## src/hdl/elfd_pkg.sv

```systemverilog
`timescale 1ns / 1ps
// ----------------------------------------------------------------------------
// elfd_pkg
// Shared types and constants of the escaped, length-prefixed frame deframer.
// ----------------------------------------------------------------------------
package elfd_pkg;

  localparam int BYTE_W      = 8;
  localparam int POS_W       = 10;
  localparam int CNT_W       = 17;
  localparam int QUEUE_DEPTH = 4;
  localparam int QPTR_W      = 2;
  localparam int QCNT_W      = 3;

  localparam logic [BYTE_W-1:0] START_BYTE = 8'hFD;
  localparam logic [BYTE_W-1:0] ESC_BYTE   = 8'hFC;
  localparam logic [BYTE_W-1:0] HIGH_BIT   = 8'h80;
  localparam logic [CNT_W-1:0]  CRC_LEN    = 17'd2;

  localparam logic OP_BYTE  = 1'b0;
  localparam logic OP_FLUSH = 1'b1;

  typedef enum logic [1:0] {
    CMD_FLUSH,
    CMD_START,
    CMD_MARKER,
    CMD_DATA
  } cmd_kind_t;

  typedef enum logic [1:0] {
    PH_IDLE,
    PH_LEN_HI,
    PH_LEN_LO,
    PH_DATA
  } phase_t;

  typedef struct packed {
    logic              operation;
    logic [BYTE_W-1:0] data_byte;
  } in_item_t;

  typedef struct packed {
    logic [BYTE_W-1:0] stored_byte;
    logic [POS_W-1:0]  position;
    logic              frame_end;
  } out_item_t;

  typedef struct packed {
    cmd_kind_t         kind;
    logic [BYTE_W-1:0] data_byte;
  } cmd_t;

  typedef struct packed {
    logic full;
    logic valid;
  } queue_status_t;

endpackage

```

## src/hdl/elfd_front.sv

```systemverilog
`timescale 1ns / 1ps
// ----------------------------------------------------------------------------
// elfd_front
// Accepts input requests and classifies each into a parser command.
// ----------------------------------------------------------------------------
module elfd_front (
  input  logic               clk,
  input  logic               rst,
  input  logic               in_valid,
  output logic               in_stall,
  input  elfd_pkg::in_item_t in_data,
  input  logic               q_full,
  output logic               push,
  output elfd_pkg::cmd_t     push_cmd
);

  logic           f_valid;
  logic           f_valid_next;
  elfd_pkg::cmd_t f_cmd;
  elfd_pkg::cmd_t f_cmd_next;
  logic           accept;

  assign in_stall = f_valid && q_full;
  assign accept   = in_valid && !in_stall;
  assign push     = f_valid && !q_full;
  assign push_cmd = f_cmd;

  always_comb begin
    f_cmd_next.data_byte = in_data.data_byte;
    if (in_data.operation == elfd_pkg::OP_FLUSH) begin
      f_cmd_next.kind = elfd_pkg::CMD_FLUSH;
    end else if (in_data.data_byte == elfd_pkg::START_BYTE) begin
      f_cmd_next.kind = elfd_pkg::CMD_START;
    end else if (in_data.data_byte == elfd_pkg::ESC_BYTE) begin
      f_cmd_next.kind = elfd_pkg::CMD_MARKER;
    end else begin
      f_cmd_next.kind = elfd_pkg::CMD_DATA;
    end
  end

  always_comb begin
    if (accept) begin
      f_valid_next = 1'b1;
    end else if (push) begin
      f_valid_next = 1'b0;
    end else begin
      f_valid_next = f_valid;
    end
  end

  always_ff @(posedge clk) begin
    if (rst) begin
      f_valid <= 1'b0;
    end else begin
      f_valid <= f_valid_next;
    end
  end

  always_ff @(posedge clk) begin
    if (accept) begin
      f_cmd <= f_cmd_next;
    end
  end

endmodule

```

## src/hdl/elfd_queue.sv

```systemverilog
`timescale 1ns / 1ps
// ----------------------------------------------------------------------------
// elfd_queue
// Short command queue between the classifier and the parser.
// ----------------------------------------------------------------------------
module elfd_queue (
  input  logic                    clk,
  input  logic                    rst,
  input  logic                    push,
  input  elfd_pkg::cmd_t          push_cmd,
  input  logic                    pop,
  output elfd_pkg::queue_status_t status,
  output elfd_pkg::cmd_t          head
);

  elfd_pkg::cmd_t                  mem [elfd_pkg::QUEUE_DEPTH];
  logic [elfd_pkg::QPTR_W-1:0]     wr_ptr;
  logic [elfd_pkg::QPTR_W-1:0]     rd_ptr;
  logic [elfd_pkg::QCNT_W-1:0]     count;
  logic [elfd_pkg::QCNT_W-1:0]     count_next;

  assign status.full  = count == elfd_pkg::QCNT_W'(elfd_pkg::QUEUE_DEPTH);
  assign status.valid = count != '0;
  assign head         = mem[rd_ptr];

  always_comb begin
    count_next = count;
    if (push && !pop) begin
      count_next = count + 1'b1;
    end else if (pop && !push) begin
      count_next = count - 1'b1;
    end
  end

  always_ff @(posedge clk) begin
    if (rst) begin
      wr_ptr <= '0;
      rd_ptr <= '0;
      count  <= '0;
    end else begin
      if (push) begin
        wr_ptr <= wr_ptr + 1'b1;
      end
      if (pop) begin
        rd_ptr <= rd_ptr + 1'b1;
      end
      count <= count_next;
    end
  end

  always_ff @(posedge clk) begin
    if (push) begin
      mem[wr_ptr] <= push_cmd;
    end
  end

  a_no_push_full: assert property (@(posedge clk) disable iff (rst)
    !(push && status.full))
    else $error("queue written while full");

  a_no_pop_empty: assert property (@(posedge clk) disable iff (rst)
    pop |-> status.valid)
    else $error("queue read while empty");

  a_count_bound: assert property (@(posedge clk) disable iff (rst)
    count <= elfd_pkg::QCNT_W'(elfd_pkg::QUEUE_DEPTH))
    else $error("queue count out of range");

endmodule

```

## src/hdl/elfd_back.sv

```systemverilog
`timescale 1ns / 1ps
// ----------------------------------------------------------------------------
// elfd_back
// Frame parser: runs the commands, tracks length and fill, drives results.
// ----------------------------------------------------------------------------
module elfd_back #(
  parameter int BUFFER_DEPTH = 1024
) (
  input  logic                clk,
  input  logic                rst,
  input  logic                decode_escaped,
  input  logic                q_valid,
  input  elfd_pkg::cmd_t      q_cmd,
  output logic                pop,
  output logic                out_valid,
  input  logic                out_stall,
  output elfd_pkg::out_item_t out_data
);

  localparam int FILL_W = $clog2(BUFFER_DEPTH + 1);
  localparam logic [FILL_W-1:0] DEPTH_VAL = FILL_W'(BUFFER_DEPTH);

  elfd_pkg::phase_t               phase;
  elfd_pkg::phase_t               phase_next;
  elfd_pkg::phase_t               phase_mid;
  logic                           esc;
  logic                           esc_next;
  logic [FILL_W-1:0]              fill;
  logic [FILL_W-1:0]              fill_next;
  logic [FILL_W-1:0]              fill_base;
  logic [FILL_W-1:0]              fill_inc;
  logic [elfd_pkg::CNT_W-1:0]     exp_cnt;
  logic [elfd_pkg::CNT_W-1:0]     exp_cnt_next;
  logic [elfd_pkg::CNT_W-1:0]     data_cnt;
  logic [elfd_pkg::CNT_W-1:0]     data_cnt_next;
  logic [elfd_pkg::CNT_W-1:0]     data_cnt_inc;
  logic [elfd_pkg::BYTE_W-1:0]    byte_val;
  logic [elfd_pkg::BYTE_W-1:0]    len_byte;
  logic                           store;
  logic                           comp;
  logic                           emit;
  logic                           done;
  logic                           out_valid_next;
  elfd_pkg::out_item_t            res;

  assign pop          = q_valid && (!out_valid || !out_stall);
  assign fill_inc     = fill_base + 1'b1;
  assign data_cnt_inc = data_cnt + 1'b1;

  always_comb begin
    phase_next    = phase;
    phase_mid     = phase;
    esc_next      = esc;
    fill_next     = fill;
    fill_base     = fill;
    exp_cnt_next  = exp_cnt;
    data_cnt_next = data_cnt;
    byte_val      = q_cmd.data_byte;
    len_byte      = q_cmd.data_byte;
    store         = 1'b0;
    comp          = 1'b0;
    emit          = 1'b0;
    done          = 1'b0;
    case (q_cmd.kind)
      elfd_pkg::CMD_FLUSH: begin
        phase_next = elfd_pkg::PH_IDLE;
        fill_next  = '0;
        esc_next   = 1'b0;
      end
      elfd_pkg::CMD_START: begin
        esc_next  = 1'b0;
        phase_mid = elfd_pkg::PH_LEN_HI;
        fill_base = '0;
        byte_val  = elfd_pkg::START_BYTE;
        store     = 1'b1;
      end
      elfd_pkg::CMD_MARKER: begin
        esc_next = 1'b1;
        byte_val = elfd_pkg::ESC_BYTE;
        store    = !decode_escaped;
      end
      elfd_pkg::CMD_DATA: begin
        if (esc && decode_escaped) begin
          byte_val = q_cmd.data_byte | elfd_pkg::HIGH_BIT;
        end
        if (esc) begin
          len_byte = q_cmd.data_byte | elfd_pkg::HIGH_BIT;
        end
        if (phase != elfd_pkg::PH_IDLE) begin
          case (phase)
            elfd_pkg::PH_LEN_HI: begin
              exp_cnt_next = elfd_pkg::CNT_W'({len_byte, 8'h00});
              phase_mid    = elfd_pkg::PH_LEN_LO;
            end
            elfd_pkg::PH_LEN_LO: begin
              exp_cnt_next  = (exp_cnt | elfd_pkg::CNT_W'(len_byte)) + elfd_pkg::CRC_LEN;
              data_cnt_next = '0;
              phase_mid     = elfd_pkg::PH_DATA;
            end
            elfd_pkg::PH_DATA: begin
              data_cnt_next = data_cnt_inc;
              comp          = data_cnt_inc == exp_cnt;
            end
            default: begin
            end
          endcase
          esc_next = 1'b0;
          store    = 1'b1;
        end
      end
      default: begin
      end
    endcase
    if (store) begin
      if (fill_base >= DEPTH_VAL) begin
        fill_next  = fill_base;
        phase_next = comp ? elfd_pkg::PH_IDLE : phase_mid;
      end else begin
        emit       = 1'b1;
        fill_next  = fill_inc;
        done       = comp || (fill_inc == DEPTH_VAL);
        phase_next = done ? elfd_pkg::PH_IDLE : phase_mid;
      end
    end
  end

  always_comb begin
    res.stored_byte = byte_val;
    res.position    = elfd_pkg::POS_W'(fill_base);
    res.frame_end   = done;
    if (pop) begin
      out_valid_next = emit;
    end else if (!out_stall) begin
      out_valid_next = 1'b0;
    end else begin
      out_valid_next = out_valid;
    end
  end

  always_ff @(posedge clk) begin
    if (rst) begin
      phase     <= elfd_pkg::PH_IDLE;
      esc       <= 1'b0;
      fill      <= '0;
      exp_cnt   <= '0;
      data_cnt  <= '0;
      out_valid <= 1'b0;
    end else begin
      out_valid <= out_valid_next;
      if (pop) begin
        phase    <= phase_next;
        esc      <= esc_next;
        fill     <= fill_next;
        exp_cnt  <= exp_cnt_next;
        data_cnt <= data_cnt_next;
      end
    end
  end

  always_ff @(posedge clk) begin
    if (pop && emit) begin
      out_data <= res;
    end
  end

  a_fill_bound: assert property (@(posedge clk) disable iff (rst)
    fill <= DEPTH_VAL)
    else $error("fill count beyond buffer depth");

  a_flush_clears: assert property (@(posedge clk) disable iff (rst)
    pop && q_cmd.kind == elfd_pkg::CMD_FLUSH |=>
      fill == '0 && phase == elfd_pkg::PH_IDLE && !esc)
    else $error("flush did not clear parser");

  a_start_emits: assert property (@(posedge clk) disable iff (rst)
    pop && q_cmd.kind == elfd_pkg::CMD_START |=>
      out_valid && out_data.stored_byte == elfd_pkg::START_BYTE &&
      out_data.position == '0 && phase == elfd_pkg::PH_LEN_HI)
    else $error("start byte not stored at position zero");

  a_done_idles: assert property (@(posedge clk) disable iff (rst)
    pop && emit && done |=> phase == elfd_pkg::PH_IDLE)
    else $error("parser not idle after frame end");

endmodule

```

## src/hdl/escaped_length_frame_deframer.sv

```systemverilog
`timescale 1ns / 1ps
// ----------------------------------------------------------------------------
// escaped_length_frame_deframer
// Byte-stuffed, length-prefixed frame deframer with decoupled front and back.
// ----------------------------------------------------------------------------
// Usage:
//   in channel: one request per accepted cycle (in_valid high, in_stall low),
//     carrying either a received byte or a flush of the parser.
//   out channel: zero or one result per request, the stored byte with its
//     buffer position and an end-of-frame flag, taken when out_stall is low.
//   cfg port: cfg_wr_en writes cfg_wr_data into decode_escaped; write only
//     while the block is idle.
// Throughput: one request per cycle while in_stall stays low.
// Result path: each result reaches out_valid through the classify register,
//   a queue entry, then the output register.
// Reset (rst, synchronous): parser idle, fill and counts zero, decoding off,
//   queue empty, no result pending.
// Receiver stall: the output register holds; commands collect in the
//   four-entry queue, and in_stall rises once the queue and classify
//   register are full.
// ----------------------------------------------------------------------------
module escaped_length_frame_deframer #(
  parameter int BUFFER_DEPTH = 1024
) (
  input  logic                clk,
  input  logic                rst,
  input  logic                in_valid,
  output logic                in_stall,
  input  elfd_pkg::in_item_t  in_data,
  output logic                out_valid,
  input  logic                out_stall,
  output elfd_pkg::out_item_t out_data,
  input  logic                cfg_wr_en,
  input  logic                cfg_wr_data
);

  logic                    decode_escaped;
  logic                    push;
  logic                    pop;
  elfd_pkg::cmd_t          push_cmd;
  elfd_pkg::cmd_t          head;
  elfd_pkg::queue_status_t q_status;

  always_ff @(posedge clk) begin
    if (rst) begin
      decode_escaped <= 1'b0;
    end else if (cfg_wr_en) begin
      decode_escaped <= cfg_wr_data;
    end
  end

  elfd_front u_front (
    .clk      (clk),
    .rst      (rst),
    .in_valid (in_valid),
    .in_stall (in_stall),
    .in_data  (in_data),
    .q_full   (q_status.full),
    .push     (push),
    .push_cmd (push_cmd)
  );

  elfd_queue u_queue (
    .clk      (clk),
    .rst      (rst),
    .push     (push),
    .push_cmd (push_cmd),
    .pop      (pop),
    .status   (q_status),
    .head     (head)
  );

  elfd_back #(
    .BUFFER_DEPTH (BUFFER_DEPTH)
  ) u_back (
    .clk            (clk),
    .rst            (rst),
    .decode_escaped (decode_escaped),
    .q_valid        (q_status.valid),
    .q_cmd          (head),
    .pop            (pop),
    .out_valid      (out_valid),
    .out_stall      (out_stall),
    .out_data       (out_data)
  );

endmodule

```

## config.mk

```make
export PLATFORM = sky130hd
export DESIGN_NAME = escaped_length_frame_deframer
export DESIGN_NICKNAME = d
export VERILOG_FILES = /design/src/hdl/elfd_pkg.sv /design/src/hdl/elfd_front.sv /design/src/hdl/elfd_queue.sv /design/src/hdl/elfd_back.sv /design/src/hdl/escaped_length_frame_deframer.sv
export SDC_FILE = /design/constraint.sdc
export NUM_CORES = 1
export LEC_CHECK = 0
export ABC_AREA = 1
export BUFFER_PORTS_ARGS = -buffer_cell sky130_fd_sc_hd__buf_2
export CAP_MARGIN = 20
export CORE_ASPECT_RATIO = 1.4
export CORE_MARGIN = 10
export CORE_UTILIZATION = 61
export DETAILED_ROUTE_END_ITERATION = 8
export HOLD_SLACK_MARGIN = 0.06
export PLACE_DENSITY_LB_ADDON = 0.12
export SETUP_SLACK_MARGIN = 0.5
export SYNTH_ARGS = -nofsm -noshare
export SYNTH_HDL_FRONTEND = slang
export SYNTH_SLANG_ARGS = --single-unit
```

## constraint.sdc

```tcl
create_clock -name clk -period 3.2 [get_ports clk]
set_input_delay 0.32 -clock clk [delete_from_list [all_inputs] [get_ports clk]]
set_output_delay 0.32 -clock clk [all_outputs]
set_load 0.02 [all_outputs]
```

; After elaboration in Yosys (flattened, before gate mapping)
; Memory sizes are Yosys's and may differ from the RTL's. A register that Yosys moved wholly into a read port is not among the register bits.
; Index checks and enable logic that the tools add are counted.
[word_totals]
inputBits = 15
elab_cells = 112
memories = 1
ff_bits = 87
mem_bits_rw = 40
[mem_list]
columns = memory, words, width, read_ports, rd_clocked_by_memory_dff, write_ports, line
row1 = u_queue.mem, 4, 10, 1, 1, 1, elfd_queue.sv:16  ; elfd_pkg::cmd_t mem [elfd_pkg::QUEUE_DEPTH];
[classes]
bitwise_logic = 2
n_lt_le_gt_ge = 1
reduce_logical = 32
eq_ne = 13
muxes = 39
add_sub_neg = 7
[op_table]
columns = op, n
row1 = case mux 17 bit (2 select lines), 2
row2 = two-way mux 11 bit, 4
row3 = two-way mux 8 bit, 3
row4 = case mux 8 bit (3 select lines), 1
row5 = adder 17 x 1 -> 17 bit (second input constant), 1
row6 = adder 17 x 2 -> 17 bit (second input constant), 1
row7 = == test 17 bit, 1
row8 = OR 17 x 8 -> 17 bit, 1
row9 = == test 8 bit (second input constant), 2
row10 = two-way mux 2 bit, 8
row11 = two-way mux 1 bit, 15
row12 = nonzero test 2 bit, 6
row13 = adder 11 x 1 -> 11 bit (second input constant), 1
row14 = == test 11 bit (second input constant), 1
row15 = >= comparator 11 bit (second input constant), 1
row16 = == test 2 bit (second input constant), 4
row17 = logical AND 1 bit, 8
row18 = case mux 2 bit (2 select lines), 2
row19 = AND reduction 4 bit, 2
row20 = logical NOT 1 bit, 7
row21 = two-way mux 3 bit, 2
row22 = case mux 1 bit (3 select lines), 2
row23 = OR reduction 2 bit, 3
row24 = adder 2 x 1 -> 2 bit (second input constant), 2
row25 = other kinds (10), 14

; Depth between registers and ports, before layout
[logic_depth]
word_depth = 9
ltp_mapped = 23

; Cells and area by module
; From an unflattened synthesis, not the netlist that was laid out.
[hier_totals]
cells_unflattened = 825
hier_area_um2 = 6668.9
[modules_own_cells]
columns = mod, area_each_um2, seq_area_each_um2, n_inst, cells_per_inst
row1 = elfd_back, 4279.1, 1551.5, 1, 632
row2 = elfd_queue, 1943.1, 1381.3, 1, 156
row3 = elfd_front, 401.6, 320.3, 1, 30
row4 = escaped_length_frame_deframer, 45.0, 20.0, 1, 7

; Least setup slack after synthesis
; Ideal clock, no wire load.
[synth_timing]
path_type = register to register
startpoint = reg (tool-made name)
endpoint = reg u_back.phase[1]
arrival_time_ns = 2.594
setup_time_ns = 0.132
stages_incl_launch_ff = 24
path_buffers = 1
path_slack_ns = 0.474
cell_sequence = dfxtp_1 -> buf_6 -> inv_4 -> nand2_1 -> nand2_1 -> nand2_1 -> nand2_1 -> nor2_4 -> nor2_1 -> ha_1 -> nand2_1 -> inv_1 -> nand3_2 -> nor2_2 -> nand4_1 -> ha_1 -> and3_1 -> nand3_1 -> nor2_1 -> nand2_1 -> nor2_1 -> nand4_1 -> nand2_1 -> a21oi_1
[synth_rtl]
columns = element, line
row1 = end signal: assignment, elfd_back.sv:142  ; phase <= elfd_pkg::PH_IDLE;
row2 = end signal: assignment, elfd_back.sv:151  ; phase <= phase_next;
row3 = end: declaration, elfd_back.sv:23  ; elfd_pkg::phase_t phase;

==> flow_summary.toml <==
[drt]
drt.antenna.violating_nets = 0
drt_iter0_drc = 385
routed_wl_um = 16000
drt_pre_antenna_iters = 5
via_per_inst = 5.50
vias = 5595
drc_errors = 0
wl_per_cell_um = 15.7

[timing]
post-route-period-util_pct = 91.7
hold_viol_final = 0
slew_violations = 0
fin_skew_ps = 17.5
max-slew-margin-rel_pct = 38.0
rsz0062_at_grt = "yes"
whs_ps = 86.7
max_freq_ghz = 0.341
fin_crit_ps = 2940
setup_tns_ps = 0
setup_violations = 0
worstMarginPinSlew_ps = 927

[cts]
clock_path_buffers = 2
cts-buffers-inserted = 17
cts_tree = "built"
cts_sinks = 129
clkSlewWorstSetupHoldPaths_ps = 60
cts-root-buf = "clkbuf_16"
insertion_delay_ps = 430
ctsHoldBuffers = 0
htree_levels = 4

[synthesis]
yosys_warnings = 0
syn_area_mm2 = 0.00676
yosysSeqAreaShare_pct = 48.4
syn_inst = 813
yosys.area.top_type = "edfxtp_1"
ys_top_cells_by_area = "edfxtp_1 31%, dfxtp_1 18%, nand2_1 12%, a21oi_1 5.3%, inv_1 5.3%"
synth_fp_nets = 841
synth_top_area_share_pct = 30.6
syn_avg_cell_area_um2 = 8.32
yosys.cell_types.count = 52
ys_ff_latch = 129

[setup_path]
r2r_end = "u_back.phase[0]"
start_kind = "register"
crit_end = "u_back.phase[0]"
crit_arrival_ps = 3210
reg2reg_slack_ps = 260
crit_type = "reg2reg"
ff2ff_path_depth = 22
cp-end-kind = "register"
required_ps = 3480
crit_fanout = 7

[pwr]
p_per_area_mw_per_mm2 = 802
power_leakage_nw = 3.01
vdd_ir_drop_max_uv = 640
p_total_mw = 6.25

[placed_design]
io_buffer_count = 35
gp_congestion = 0.968
dp_hpwl_um = 11100

[die]
core_area_mm2 = 0.0109
die_area_mm2 = 0.0158
io_pins = 36
die_x_um = 109
initial_core_util_pct = 62.2
die_h_um = 145
core.rowCount = 45

[global_route]
grt_max_degree = 48
gr-total-overflow = 0
grtUsageTotal_pct = 20.4
grt_antenna_before_repair = 0
grt_pass1_wl_um = 25000
grt_pass1_vias = 5191

[min_path]
hold_class = "in2reg"
whs_path_depth = 1

[layout]
nets = 892
layout-drive-gt1-share_pct = 20.0
diodes = 0
syn_to_final_growth_pct = 15.2

[run]
maxCapViolations = 0

[outcome]
status = "completed"
## state kept, by name (all words and copies together), names as in the netlist, named ones only
| register | count |
|---|---|
| u_back.fill | 11 |
| u_back.esc | 1 |
| u_back.data_cnt | 17 |
| u_back.phase | 2 |
| u_front.f_valid | 1 |
| u_queue.wr_ptr | 2 |
| u_back.out_data | 19 |
| u_queue.count | 3 |
| u_back.exp_cnt | 17 |
| u_queue.rd_ptr | 2 |
| u_back.out_valid | 1 |
| decode_escaped | 1 |
| u_front.push_cmd | 10 |
| u_queue.mem | 40 |
## cells by family after synthesis
family	count (synthesis)	share of synthesized area (%)
buffers and inverters	126	7.90
XOR/XNOR	12	1.98
flip-flops	129	48.4
AO/OA/AOI/OAI	123	10.6
AND/OR/NAND/NOR	410	28.6
adder cells (fa/ha/maj)	13	2.52
## cell usage in the layout, fill, tap and decap left out, drive strengths merged, types with 2 or more instances in the layout
cell type	netlist	routed
xor2	8	8
buf	12	50
or2	3	3
edfxtp	69	69
o21bai	2	2
nor2	88	88
a32oi	4	4
a21oi	73	73
inv	107	114
nand4	17	17
nor3	2	2
clkbuf	6	17
a31oi	2	2
nand3	63	63
clkinv	1	5
clkinvlp	0	3
o21ai	29	29
ha	12	12
nand2	233	233
xnor2	3	3
dfxtp	60	60
and2	2	2
a22oi	5	5
## where the power goes
group	internal [mW]	total [mW]	switching (mW)
registers	2.08	2.21	0.134
clock network	1.09	1.89	0.800
logic	0.623	2.15	1.53
## worst min-delay path by stage
| stage | to | from |
|---|---|---|
| 2_1_floorplan | decode_escaped | cfg_wr_en |
| 3_3_place_gp | u_back.exp_cnt[0] | u_back.exp_cnt[0] |
| 3_5_place_dp | u_back.exp_cnt[0] | u_back.exp_cnt[0] |
| 4_1_cts | u_front.push_cmd[7] | in_data[7] |
| 5_1_grt | u_front.push_cmd[6] | in_data[6] |
| 6_report | u_front.push_cmd[3] | in_data[3] |
## layer usage
metal	wire length [um]	GRT usage (%)
met5	0	0
met3	885	4.50
met2	8500	36.7
met4	461	10.4
met1	6160	21.7
## repair_timing
action | CTS | global route
gates resized for setup | 9 | 20
pin swaps | 3 | 20
setup buffers | 2 | 6
gates cloned | 0 | 0
setup endpoints to repair | 3 | 3
## worst max-delay path: stages (launching register included)
cell	delay (ps)
dfxtp_4	380
inv_6	100
nand2_4	60
nand2_2	70
nand2_2	50
nand2_2	90
nor2_4	80
nor2_4	160
ha_4	160
nand2_2	50
inv_2	90
nand3_4	100
nor2_4	140
nand4_1	90
ha_1	290
and3_1	180
nand3_2	80
nor2_2	130
nand2_1	70
nor2_1	100
nand4_1	140
nand2_1	110
a21oi_2	50
## synthesized netlist by cell type, drive strengths merged
| cell | instances |
|---|---|
| a21oi | 73 |
| a221oi | 1 |
| a22oi | 5 |
| a311o | 1 |
| a31o | 1 |
| a31oi | 2 |
| a32oi | 4 |
| and2 | 2 |
| and3 | 1 |
| buf | 12 |
| clkbuf | 6 |
| clkinv | 1 |
| dfxtp | 60 |
| edfxtp | 69 |
| fa | 1 |
| ha | 12 |
| inv | 107 |
| nand2 | 233 |
| nand3 | 63 |
| nand3b | 1 |
| nand4 | 17 |
| nor2 | 88 |
| nor3 | 2 |
| o211ai | 1 |
| o21ai | 29 |
| o21bai | 2 |
| o221ai | 1 |
| o22a | 1 |
| o22ai | 1 |
| o31ai | 1 |
| or2 | 3 |
| xnor2 | 3 |
| xnor3 | 1 |
| xor2 | 8 |
## metrics by stage
stage / instances / area (um2) / utilization, % / setup slack, ps
after floorplan: 813 / 6770 / - / 542
after global placement: 978 / 7040 / 64.8 / 329
after detailed placement: 978 / 7040 / 64.8 / 202
after CTS: 1012 / 7660 / 70.5 / 517
after global routing: 1018 / 7790 / 71.7 / 63.1
final: 1018 / 7790 / 71.7 / 264
## area by class of cell
type	instances	area [um2]
Tap cell	141	176
Fill cell	802	3080
Inverter	108	412
Timing Repair Buffer	50	288
Clock buffer	17	425
Clock inverter	15	149
Sequential cell	129	3280
Multi-Input combinational cell	558	3060
(Power assumes the default switching activity.)
